--- src/sv/mnph_pkg.sv ---
`timescale 1ns / 1ps

package mnph_pkg;

    // Field widths: note and channel fixed by the MIDI message format
    localparam int NOTE_W   = 7;
    localparam int CHAN_W   = 4;
    localparam int COUNT_W  = 8;
    localparam int VOICE_W  = 16;

    // Held-count store: one entry per channel and note
    localparam int COUNT_AW    = CHAN_W + NOTE_W;
    localparam int COUNT_DEPTH = 1 << COUNT_AW;

    localparam int DEF_STACK_DEPTH = 8;

    localparam logic [CHAN_W-1:0]  DRUM_CHANNEL = 4'd9;
    localparam logic [COUNT_W-1:0] COUNT_MAX    = 8'd255;
    localparam logic [VOICE_W-1:0] VOICES_MAX   = 16'hFFFF;

    // Request command codes
    localparam logic [1:0] CMD_NOTE_ON  = 2'd0;
    localparam logic [1:0] CMD_NOTE_OFF = 2'd1;
    localparam logic [1:0] CMD_ALL_OFF  = 2'd2;

    // Result kinds
    localparam logic [1:0] EV_TRIGGER = 2'd0;
    localparam logic [1:0] EV_RELEASE = 2'd1;
    localparam logic [1:0] EV_GLIDE   = 2'd2;
    localparam logic [1:0] EV_ALL_OFF = 2'd3;

    typedef struct packed {
        logic [1:0]        command;
        logic [CHAN_W-1:0] channel;
        logic [NOTE_W-1:0] note_number;
        logic [NOTE_W-1:0] velocity;
    } note_req_t;

    typedef struct packed {
        logic [1:0]         event_kind;
        logic               drum_target;
        logic [NOTE_W-1:0]  event_note;
        logic [NOTE_W-1:0]  event_velocity;
        logic [VOICE_W-1:0] voice_count;
    } note_event_t;

    typedef enum logic [1:0] {
        STK_MOVE_TOP = 2'd0,
        STK_REMOVE   = 2'd1,
        STK_FLUSH    = 2'd2
    } stk_op_t;

    typedef struct packed {
        logic              apply;
        stk_op_t           op;
        logic [NOTE_W-1:0] note;
    } stk_ctrl_t;

    typedef struct packed {
        logic              found;
        logic              was_top;
        logic              empty_after;
        logic              one_after;
        logic [NOTE_W-1:0] top_note;
    } stk_stat_t;

endpackage

--- src/sv/mnph_stack.sv ---
`timescale 1ns / 1ps

module mnph_stack
    import mnph_pkg::*;
#(
    parameter int STACK_DEPTH = DEF_STACK_DEPTH
) (
    input  logic      clk,
    input  logic      rst_n,
    input  stk_ctrl_t ctrl,
    output stk_stat_t stat
);

    localparam int FW = $clog2(STACK_DEPTH + 1);

    logic [NOTE_W-1:0] stack_reg  [STACK_DEPTH];
    logic [NOTE_W-1:0] stack_next [STACK_DEPTH];
    logic [FW-1:0]     fill_reg;
    logic [FW-1:0]     fill_next;

    logic [STACK_DEPTH-1:0] hit;
    logic                   found;
    logic [FW-1:0]          pos;
    logic [FW-1:0]          fill_rm;
    logic [FW-1:0]          fill_push;
    logic [FW-1:0]          below_top;
    logic [NOTE_W-1:0]      top_note;
    logic [NOTE_W-1:0]      removed [STACK_DEPTH];
    logic [NOTE_W-1:0]      pushed  [STACK_DEPTH];

    always_comb
    begin
        for (int i = 0; i < STACK_DEPTH; i++)
        begin
            hit[i] = (FW'(i) < fill_reg) && (stack_reg[i] == ctrl.note);
        end
        found = |hit;

        // Lowest matching entry
        pos = '0;
        for (int i = STACK_DEPTH - 1; i >= 0; i--)
        begin
            if (hit[i])
            begin
                pos = FW'(i);
            end
        end

        // Close the gap left by the matching entry
        for (int i = 0; i < STACK_DEPTH - 1; i++)
        begin
            removed[i] = (found && FW'(i) >= pos) ? stack_reg[i + 1] : stack_reg[i];
        end
        removed[STACK_DEPTH-1] = stack_reg[STACK_DEPTH-1];
        fill_rm = found ? fill_reg - FW'(1) : fill_reg;

        // Place the note on top if there is room
        pushed    = removed;
        fill_push = fill_rm;
        if (fill_rm < FW'(STACK_DEPTH))
        begin
            for (int i = 0; i < STACK_DEPTH; i++)
            begin
                if (FW'(i) == fill_rm)
                begin
                    pushed[i] = ctrl.note;
                end
            end
            fill_push = fill_rm + FW'(1);
        end

        // Entry that becomes the top once the top is removed
        below_top = fill_reg - FW'(2);
        top_note  = '0;
        for (int i = 0; i < STACK_DEPTH; i++)
        begin
            if (FW'(i) == below_top)
            begin
                top_note = stack_reg[i];
            end
        end

        stat.found       = found;
        stat.was_top     = found && (pos == fill_reg - FW'(1));
        stat.empty_after = (fill_rm == '0);
        stat.one_after   = (fill_push == FW'(1));
        stat.top_note    = top_note;

        stack_next = stack_reg;
        fill_next  = fill_reg;
        if (ctrl.apply)
        begin
            case (ctrl.op)
                STK_MOVE_TOP:
                begin
                    stack_next = pushed;
                    fill_next  = fill_push;
                end
                STK_REMOVE:
                begin
                    stack_next = removed;
                    fill_next  = fill_rm;
                end
                STK_FLUSH:
                begin
                    fill_next = '0;
                end
                default:
                begin
                    fill_next = fill_reg;
                end
            endcase
        end
    end

    always_ff @(posedge clk or negedge rst_n)
    begin
        if (!rst_n)
        begin
            fill_reg <= '0;
        end
        else
        begin
            fill_reg <= fill_next;
        end
    end

    always_ff @(posedge clk)
    begin
        stack_reg <= stack_next;
    end

endmodule

--- config.mk ---
export PLATFORM = sky130hd
export DESIGN_NAME = mnph_stack
export DESIGN_NICKNAME = d
export VERILOG_FILES = /design/src/sv/mnph_pkg.sv /design/src/sv/mnph_stack.sv
export SDC_FILE = /design/constraint.sdc
export NUM_CORES = 1
export LEC_CHECK = 0
export BUFFER_PORTS_ARGS = -buffer_cell sky130_fd_sc_hd__buf_4
export CORE_ASPECT_RATIO = 1.2
export CORE_UTILIZATION = 30
export CTS_BUF_LIST = sky130_fd_sc_hd__clkbuf_8
export DETAILED_ROUTE_END_ITERATION = 12
export GPL_TIMING_DRIVEN = 1
export HOLD_SLACK_MARGIN = 0.06
export MAX_ROUTING_LAYER = met4
export PLACE_DENSITY_LB_ADDON = 0.3
export SLEW_MARGIN = 20
export SYNTH_ARGS = -nofsm -noshare
export SYNTH_HDL_FRONTEND = slang
export SYNTH_SLANG_ARGS = --single-unit
--- constraint.sdc ---
create_clock -name clk -period 5.24 [get_ports clk]
set_input_delay 1.048 -clock clk [delete_from_list [all_inputs] [get_ports clk]]
set_output_delay 1.048 -clock clk [all_outputs]
set_load 0.005 [all_outputs]
==> results of run 1 <==
[synthesized netlist by cell type (2+ instances only)]
master and number:
nor2b_1 2, nor3_1 18, o21ai_0 9, edfxtp_1 56
nand3b_1 2, nor2b_2 2, o211ai_1 2, xnor2_1 18
and4b_1 2, a21boi_0 2, mux2i_1 100, and3_1 7
nor2_1 25, a31oi_1 2, buf_6 10, ha_1 16
nand3_1 5, buf_2 7, a22oi_1 2, a21oi_1 27
nor4_2 4, buf_4 3, nand2_4 3, nand4_1 5
and3b_1 2, nor4_1 6, inv_2 2, nand2_1 17
o2111ai_1 2, inv_1 17, nor3b_1 2, clkbuf_1 11
xor2_1 45, dfrtp_1 4, o21ai_1 3, a221oi_1 15
and2_1 6, nand2b_1 2
[layer usage]
| layer | GRT usage | vias up | share of wire |
|---|---|---|---|
| met5 | - | - | 0 |
| met4 | 0.0747 | 0 | 0.027 |
| met3 | 0.0227 | 28 | 0.030 |
| met2 | 0.286 | 102 | 0.51 |
| met1 | 0.212 | 1864 | 0.43 |
| li1 | - | 1809 | - |
[final cells by class]
cell class	instances	area share
Tap cell	216	0.0488
Timing Repair Buffer	26	0.0352
Multi-Input combinational cell	377	0.553
Clock inverter	6	0.00587
Sequential cell	60	0.322
Clock buffer	9	0.0224
Inverter	20	0.0136
[worst min-delay path by stage]
stage / to / cells after the start
finish: fill_reg[2]$_DFFE_PN0P_ / 1
global route: fill_reg[2]$_DFFE_PN0P_ / 1
CTS: fill_reg[2]$_DFFE_PN0P_ / 1
detailed placement: stack_reg[52]$_DFFE_PP_ / 2
global placement: stack_reg[49]$_DFFE_PP_ / 2
floorplan: fill_reg[1]$_DFFE_PN0P_ / 2
[placed cells by master, fill, tap and decap left out, types with 2 or more instances in the layout]
cell,n
a21boi_0,2
a21oi_1,27
a221oi_1,15
a22oi_1,2
a31oi_1,2
and2_1,6
and3_1,7
and3b_1,2
and4b_1,2
buf_4,26
clkbuf_8,9
clkinv_1,3
clkinv_2,2
clkinvlp_4,2
dfrtp_1,4
edfxtp_1,56
ha_1,16
inv_1,17
inv_2,2
mux2i_1,100
nand2_1,17
nand2_4,3
nand2b_1,2
nand3_1,5
nand3b_1,2
nand4_1,5
nor2_1,25
nor2b_1,2
nor2b_2,2
nor3_1,18
nor3b_1,2
nor4_1,6
nor4_2,4
o2111ai_1,2
o211ai_1,2
o21ai_0,9
o21ai_1,3
xnor2_1,18
xor2_1,45
[stage by stage]
step	instances	utilization	instance area (um2)
after global routing	714	0.329	5540
after detailed placement	699	0.319	5380
final	714	0.329	5540
after floorplan	490	-	5150
after CTS	714	0.329	5540
after global placement	699	0.319	5380
[cell families after synthesis]
family | synth area share
simple gates | 0.146
mux | 0.199
compound gates | 0.0971
xor+xnor | 0.112
flops | 0.346
buf+inv | 0.0602
fa+ha+maj | 0.0389
[worst max-delay path: stages (launching register included)]
cell and delay [ns]:
dfrtp_1 0.51, inv_1 0.23, ha_1 0.46, a21oi_1 0.15, nand4_1 0.30, nand4b_4 0.35, nor2_8 0.26, inv_2 0.13
o21ai_1 0.26, inv_1 0.10, ha_1 0.23, inv_1 0.10, xnor2_1 0.09, nor3_2 0.12, buf_4 0.13
[report_power, final]
group / switching (mW) / internal, mW
Sequential: 0.0800 / 0.606
Combinational: 0.660 / 0.495
Clock: 0.193 / 0.163
==> flow_summary.toml, run 1 <==
[synth]
synth-edff-count = 56
synth_area_leaders = "edfxtp_1 (33%), mux2i_1 (19%), xor2_1 (7.6%)"
synth_flop_cell = "edfxtp_1"
ys_ff_latch = 60
yosys.area.top_type = "edfxtp_1"
synth_top_cell_area_share = 0.326
synth_fp_nets = 518
synth_area_per_cell_um2 = 10.5
synth.cell_area_mm2 = 0.00515
async_flop_share = 0.0667
yosysSeqAreaShare = 0.346
synth-warning-count = 0
syn-instance-count = 490
ys_types = 65

[clocking]
cts_buffers = 9
cts_tree = "done"
cts.sinks = 60
path_clk_slew_ns = 0.07
cts_buffer_depth = 2
cts_hold_buf = 0
postCtsSetupRepairBufs = 0
worst_skew_pair.late_latency_ns = 0.36
root_buffer = "clkbuf_8"
ctsResizeCount = 0
h-tree-depth = 3

[drt]
routedWlPerCell_um = 19.7
num_vias = 3803
postRouteAntennaNets = 0
wl_um = 14100
drt-vias-per-instance = 5.33
drt-pass1-iter-count = 5
drc_errors = 0
dr.first_iter.drc_count = 230

[worst_setup_path]
reg2reg_slack_ns = 0.90
cp-end-kind = "output port"
crit_start = "fill_reg[1]$_DFFE_PN0P_"
required_ns = 4.19
r2r_start = "fill_reg[1]$_DFFE_PN0P_"
cp.arrival_ns = 3.77
critPathMaxFanout = 12
start_kind = "register"
r2r-end = "stack_reg[47]$_DFFE_PP_"
critPathCapture = "stat[7]"
r2r_cells = 13
critPathKind = "register to output port"

[floorplan]
rows = 52
io_pins = 23
core-area_mm2 = 0.0169
die_w_um = 122
die_h_um = 146
dieArea_mm2 = 0.0177
start_util = 0.306

[timing]
timing.final.crit_share = 0.920
hold_violations = 0
finalSetupViolations = 0
fmax_ghz = 0.207
worst_slack_ns = 0.419
rsz0062_at_grt = "no"
finClkSkew_ns = 0.0127
setup_tns_ns = 0
tightestPinTransition_ns = 0.987
timing.hold.ws_ns = 0.483
period_needed_ns = 4.82
slew_headroom = 0.342
slew_violations = 0

[layout]
final_layout_size_suffix_gt1_frac = 0.133
regArea_mm2 = 0.00178
nNetsFinal = 522
multiInputGateArea_mm2 = 0.00306
syn_to_final_growth_pct = 7.53
largest_reg_flops = 49
num-fill-cells = 1672
n_antenna_cell = 0

[placement]
post-dp-hpwl_um = 10900
dp_slack_ns = 0.548
portBuffers = 22
finalWeightedCongestion = 0.877

[global_route]
grt_use_total = 0.174
globalRoute.totalOverflow = 0
grt_pass1_vias = 3920
grt_max_degree = 29
antenna_found_initial = 0
grt_pass1_wl_um = 22700

[pwr]
powerDensity_mw_per_mm2 = 397
leakage_nw = 2.29
p_total_mw = 2.20
peakVddDrop_v = 0.000252

[worst_hold_path]
min_path_type = "input pin to async pin"

[run_status]
status = "finished clean"

[flow_run]
max-cap-violations = 0
No activity file was read; power rests on OpenSTA's default activity.
==> run 2: changes to the inputs <==
--- a/config.mk
+++ b/config.mk
@@ -13,7 +13,7 @@
 export GPL_TIMING_DRIVEN = 1
 export HOLD_SLACK_MARGIN = 0.06
 export MAX_ROUTING_LAYER = met4
-export PLACE_DENSITY_LB_ADDON = 0.3
+export PLACE_DENSITY_LB_ADDON = 0.05
 export SLEW_MARGIN = 20
 export SYNTH_ARGS = -nofsm -noshare
 export SYNTH_HDL_FRONTEND = slang
==> run 2 against run 1 <==
Against the previous run:
- die area stayed put
- via count is 0.34% higher
- critical endpoint unchanged
- wire length is 12% higher
- largest cell class unchanged
- largest power group unchanged
==> flow_summary.toml, run 2 (synthesis results as in run 1) <==
[global_route]
grt_pass1_wl_um = 24000
antenna_found_initial = 0
grt_pass1_vias = 3842
grt_max_degree = 32
globalRoute.totalOverflow = 0
grt_use_total = 0.191

[timing]
rsz0062_at_grt = "no"
setup_tns_ns = 0
period_needed_ns = 4.86
finClkSkew_ns = 0.00810
hold_violations = 0
fmax_ghz = 0.206
tightestPinTransition_ns = 0.904
timing.final.crit_share = 0.927
slew_violations = 0
slew_headroom = 0.398
finalSetupViolations = 0

[pwr]
peakVddDrop_v = 0.000230
powerDensity_mw_per_mm2 = 415
leakage_nw = 2.35
p_total_mw = 2.34

[drt]
routedWlPerCell_um = 21.8
dr.first_iter.drc_count = 241
drt-vias-per-instance = 5.30
num_vias = 3816
wl_um = 15700
drc_errors = 0
postRouteAntennaNets = 0
drt-pass1-iter-count = 5

[worst_setup_path]
crit_start = "fill_reg[1]$_DFFE_PN0P_"
cp-end-kind = "output port"
crit_top_cell = "inv_1"
critPathKind = "register to output port"
path_cells = "inv_1 -> ha_1 -> a21oi_1 -> nand4_1 -> buf_4 -> nand4b_4 -> nor2_8 -> inv_2 -> o21ai_1 -> inv_1 -> ha_1 -> inv_1 -> xnor2_1 -> nor3_2 -> buf_4"
r2r_start = "fill_reg[1]$_DFFE_PN0P_"
start_kind = "register"
required_ns = 4.19
slowest_stage = "dfrtp_1"
critPathMaxFanout = 12
cp.arrival_ns = 3.81
crit_path_max_incr_delay_ns = 0.52

[run_status]
status = "finished clean"

[layout]
layout_common_cells = "mux2i_1 (100), edfxtp_1 (56), xor2_1 (45), buf_4 (32), a21oi_1 (27)"
syn_to_final_growth_pct = 9.32
num-fill-cells = 1726
n_antenna_cell = 0
utilization = 0.334
final_common_cell = "mux2i_1"
nNetsFinal = 528
design_area_mm2 = 0.00563
largest_reg_flops = 49
final_layout_size_suffix_gt1_frac = 0.143
fin_cells = 720

[placement]
portBuffers = 22
post-dp-hpwl_um = 12000
finalWeightedCongestion = 0.841
placed_area_mm2 = 0.00543
dp_cells = 705

[floorplan]
dieArea_mm2 = 0.0177
io_pins = 23
die_w_um = 122
die_h_um = 146
core-area_mm2 = 0.0169
start_util = 0.306
rows = 52

[clocking]
cts_hold_buf = 0
root_buffer = "clkbuf_8"
ctsResizeCount = 0
cts_buffers = 9
h-tree-depth = 3
path_clk_slew_ns = 0.07
cts.sinks = 60
cts_buffer_depth = 2
postCtsSetupRepairBufs = 0
worst_skew_pair.late_latency_ns = 0.36
cts_tree = "done"

[flow_run]
max-cap-violations = 0

[worst_hold_path]
min_path_type = "input pin to async pin"
## run 2: changes by cell type in the layout (fill, tap and decap cells not counted), sizes merged
cell	delta
clkinv	-1
bufinv	+2
buf	+6
clkinvlp	-1
## run 2: per-stage QoR
stage | hold WS (ns) | setup slack [ns]
after global routing | 0.457 | 0.0662
after CTS | 0.451 | 0.322
after global placement | 0.683 | 0.581
final | 0.472 | 0.380
after floorplan | 0.617 | 1.02
after detailed placement | 0.698 | 0.521
## run 2: report_power, final
group          switching [mW]  internal (mW)  total (mW)
Sequential             0.0852          0.606       0.691
Combinational           0.672          0.506        1.18
Clock                   0.207          0.261       0.468
## run 2: worst paths after layout
kind	end	cells after the start	slack (ns)
min in group clk	stack_reg[7]$_DFFE_PP_	2	0.73
max in group asynchronous	fill_reg[2]$_DFFE_PN0P_	1	4.67
setup / recovery	stat[7]	15	0.38
hold reg to reg	stack_reg[7]$_DFFE_PP_	2	0.73
setup reg to reg	stack_reg[42]$_DFFE_PP_	14	0.91
hold / removal	fill_reg[0]$_DFFE_PN0P_	1	0.47
## run 2: per-layer routing
metal | up-vias | part of all wire | track usage | wire (um)
met4 | 0 | 0.025 | 0.0821 | 387
li1 | 1815 | - | - | -
met5 | - | 0 | - | 0
met3 | 22 | 0.034 | 0.0263 | 536
met2 | 91 | 0.47 | 0.286 | 7320
met1 | 1888 | 0.48 | 0.255 | 7470
## run 2: worst max-delay path: cells and delay by family, from the launching register on
kind | cells | cell delay [ns]
compound gates | 2 | 0.49
buf+inv | 6 | 0.96
flops | 1 | 0.52
simple gates | 4 | 0.64
fa+ha+maj | 2 | 0.72
xor+xnor | 1 | 0.13
## run 2: area by class of cell
cell class	count	area (um2)	area share
clock inverters	6	80.1	0.0142
inverters	20	75.1	0.0133
repair buffers	32	240	0.0426
multi-input cells	377	3060	0.544
flip-flops and latches	60	1780	0.316
well taps	216	270	0.0480
clock buffers	9	124	0.0220
==> run 3: changes to the inputs <==
--- a/config.mk
+++ b/config.mk
@@ -7,7 +7,7 @@
 export LEC_CHECK = 0
 export BUFFER_PORTS_ARGS = -buffer_cell sky130_fd_sc_hd__buf_4
 export CORE_ASPECT_RATIO = 1.2
-export CORE_UTILIZATION = 30
+export CORE_UTILIZATION = 55
 export CTS_BUF_LIST = sky130_fd_sc_hd__clkbuf_8
 export DETAILED_ROUTE_END_ITERATION = 12
 export GPL_TIMING_DRIVEN = 1
==> run 3 against run 2 <==
Against the previous run:
- clock power shrank 2%
- register-to-register slack about the same
- critical endpoint unchanged
- clock skew rose by 0.0048 ns
- worst setup slack improved by 0.020 ns
- global-route usage increased by 11 points
- combinational power hardly changed
- largest power group unchanged
==> flow_summary.toml, run 3 (synthesis results as in run 1) <==
[run_status]
status = "finished clean"

[clocking]
ctsResizeCount = 0
cts_tree = "done"
cts_hold_buf = 0
postCtsSetupRepairBufs = 0
cts_buffer_depth = 2
root_buffer = "clkbuf_8"
worst_skew_pair.late_latency_ns = 0.35
path_clk_slew_ns = 0.06
cts_buffers = 9
cts.sinks = 60
h-tree-depth = 3

[timing]
slew_violations = 0
worst_slack_ns = 0.400
finalSetupViolations = 0
fmax_ghz = 0.207
slew_headroom = 0.336
period_needed_ns = 4.84
setup_tns_ns = 0
tightestPinTransition_ns = 0.996
timing.final.crit_share = 0.924
hold_violations = 0
finClkSkew_ns = 0.0129
rsz0062_at_grt = "no"

[worst_hold_path]
min_path_type = "input pin to async pin"

[layout]
multiInputGateArea_mm2 = 0.00306
syn_to_final_growth_pct = 6.24
n_antenna_cell = 0
layout_common_cells = "mux2i_1 (100), edfxtp_1 (56), xor2_1 (45), a21oi_1 (27), buf_4 (26)"
nNetsFinal = 522
largest_reg_flops = 49
final_common_cell = "mux2i_1"
utilization = 0.603
num-fill-cells = 807
final_layout_size_suffix_gt1_frac = 0.132
design_area_mm2 = 0.00547
regArea_mm2 = 0.00178

[pwr]
p_total_mw = 2.30
p_int_mw = 1.37
powerDensity_mw_per_mm2 = 421
p_clk_frac = 0.199
p_sw_frac = 0.406
p_switching_mw = 0.936
combPwrFrac = 0.503
peakVddDrop_v = 0.000250
leakage_nw = 2.33
p_seq_frac = 0.298

[global_route]
grt_max_degree = 39
use_met2 = 0.471
antenna_found_initial = 0
globalRoute.totalOverflow = 0
busiest_layer = "met2"
grt_use_total = 0.296
grt_pass1_wl_um = 21300
grt_use_met3 = 0.0422
grt_use_met1 = 0.382
grt_pass1_vias = 3885

[drt]
wl_um = 13500
drc_errors = 0
drt-pass1-iter-count = 5
postRouteAntennaNets = 0
num_vias = 3913
routedWlPerCell_um = 21.8
drt-vias-per-instance = 6.32
dr.first_iter.drc_count = 250

[worst_setup_path]
path_cells = "inv_1 -> ha_2 -> a21oi_1 -> nand4_1 -> nand4b_4 -> nor2_8 -> inv_2 -> o21ai_1 -> inv_1 -> ha_1 -> inv_1 -> xnor2_1 -> nor3_2 -> buf_4"
start_kind = "register"
cp-end-kind = "output port"
r2r-end = "stack_reg[51]$_DFFE_PP_"
critPathKind = "register to output port"
critPathMaxFanout = 12
reg2reg_slack_ns = 0.90
slowest_stage = "dfrtp_1"
cp.arrival_ns = 3.79
r2r_start = "fill_reg[1]$_DFFE_PN0P_"
crit_top_cell = "inv_1"
r2r_cells = 13
required_ns = 4.19
crit_path_max_incr_delay_ns = 0.51

[placement]
post-dp-hpwl_um = 10300
dp_slack_ns = 0.483
finalWeightedCongestion = 0.935
placed_area_mm2 = 0.00526
portBuffers = 22

[floorplan]
core-area_mm2 = 0.00908
rows = 38
start_util = 0.567
die_h_um = 108
io_pins = 23
die_w_um = 90.4
dieArea_mm2 = 0.00976

[flow_run]
max-cap-violations = 0
## run 3: per-layer routing
metal	wire, um	part of all wire	up-vias
met5	0	0	-
met4	426	0.032	0
met3	587	0.044	33
met2	6370	0.47	147
met1	6090	0.45	1925
li1	-	-	1808
## run 3: critical path, delay by kind of cell (launching register included)
| kind | cells | cell delay [ns] |
|---|---|---|
| compound gates | 2 | 0.41 |
| xor+xnor | 1 | 0.09 |
| fa+ha+maj | 2 | 0.63 |
| buf+inv | 5 | 0.77 |
| flops | 1 | 0.51 |
| simple gates | 4 | 1.02 |
## run 3: layout make-up
| type | instances | area share |
|---|---|---|
| inverters | 20 | 0.0137 |
| well taps | 120 | 0.0274 |
| repair buffers | 26 | 0.0357 |
| flip-flops and latches | 60 | 0.325 |
| multi-input cells | 377 | 0.560 |
| clock inverters | 7 | 0.0153 |
| clock buffers | 9 | 0.0226 |
## run 3: through the flow
| stage | cells | hold slack [ns] |
|---|---|---|
| final | 619 | 0.484 |
| after global routing | 619 | 0.472 |
| after CTS | 619 | 0.477 |
| after detailed placement | 603 | 0.702 |
| after global placement | 603 | 0.693 |
| after floorplan | 490 | 0.617 |
## run 3: how the worst max path moves through the flow
stage,end,slack [ns],depth (start not counted),start
after floorplan,stat[7],1.02,16,ctrl[0]
after global placement,stat[7],0.63,15,ctrl[3]
after detailed placement,stat[7],0.48,15,ctrl[3]
after CTS,stat[7],0.29,14,fill_reg[1]$_DFFE_PN0P_
after global routing,stat[7],0.09,14,fill_reg[1]$_DFFE_PN0P_
final,stat[7],0.40,14,fill_reg[1]$_DFFE_PN0P_
## run 3: power groups by stage
stage                     clock network, mW  registers [mW]  logic (mW)
after global placement                    0           0.693        1.12
after global routing                  0.476           0.695        1.26
after floorplan                           0           0.657       0.849
final                                 0.457           0.687        1.16
after CTS                             0.459           0.684        1.15
after detailed placement                  0           0.695        1.14
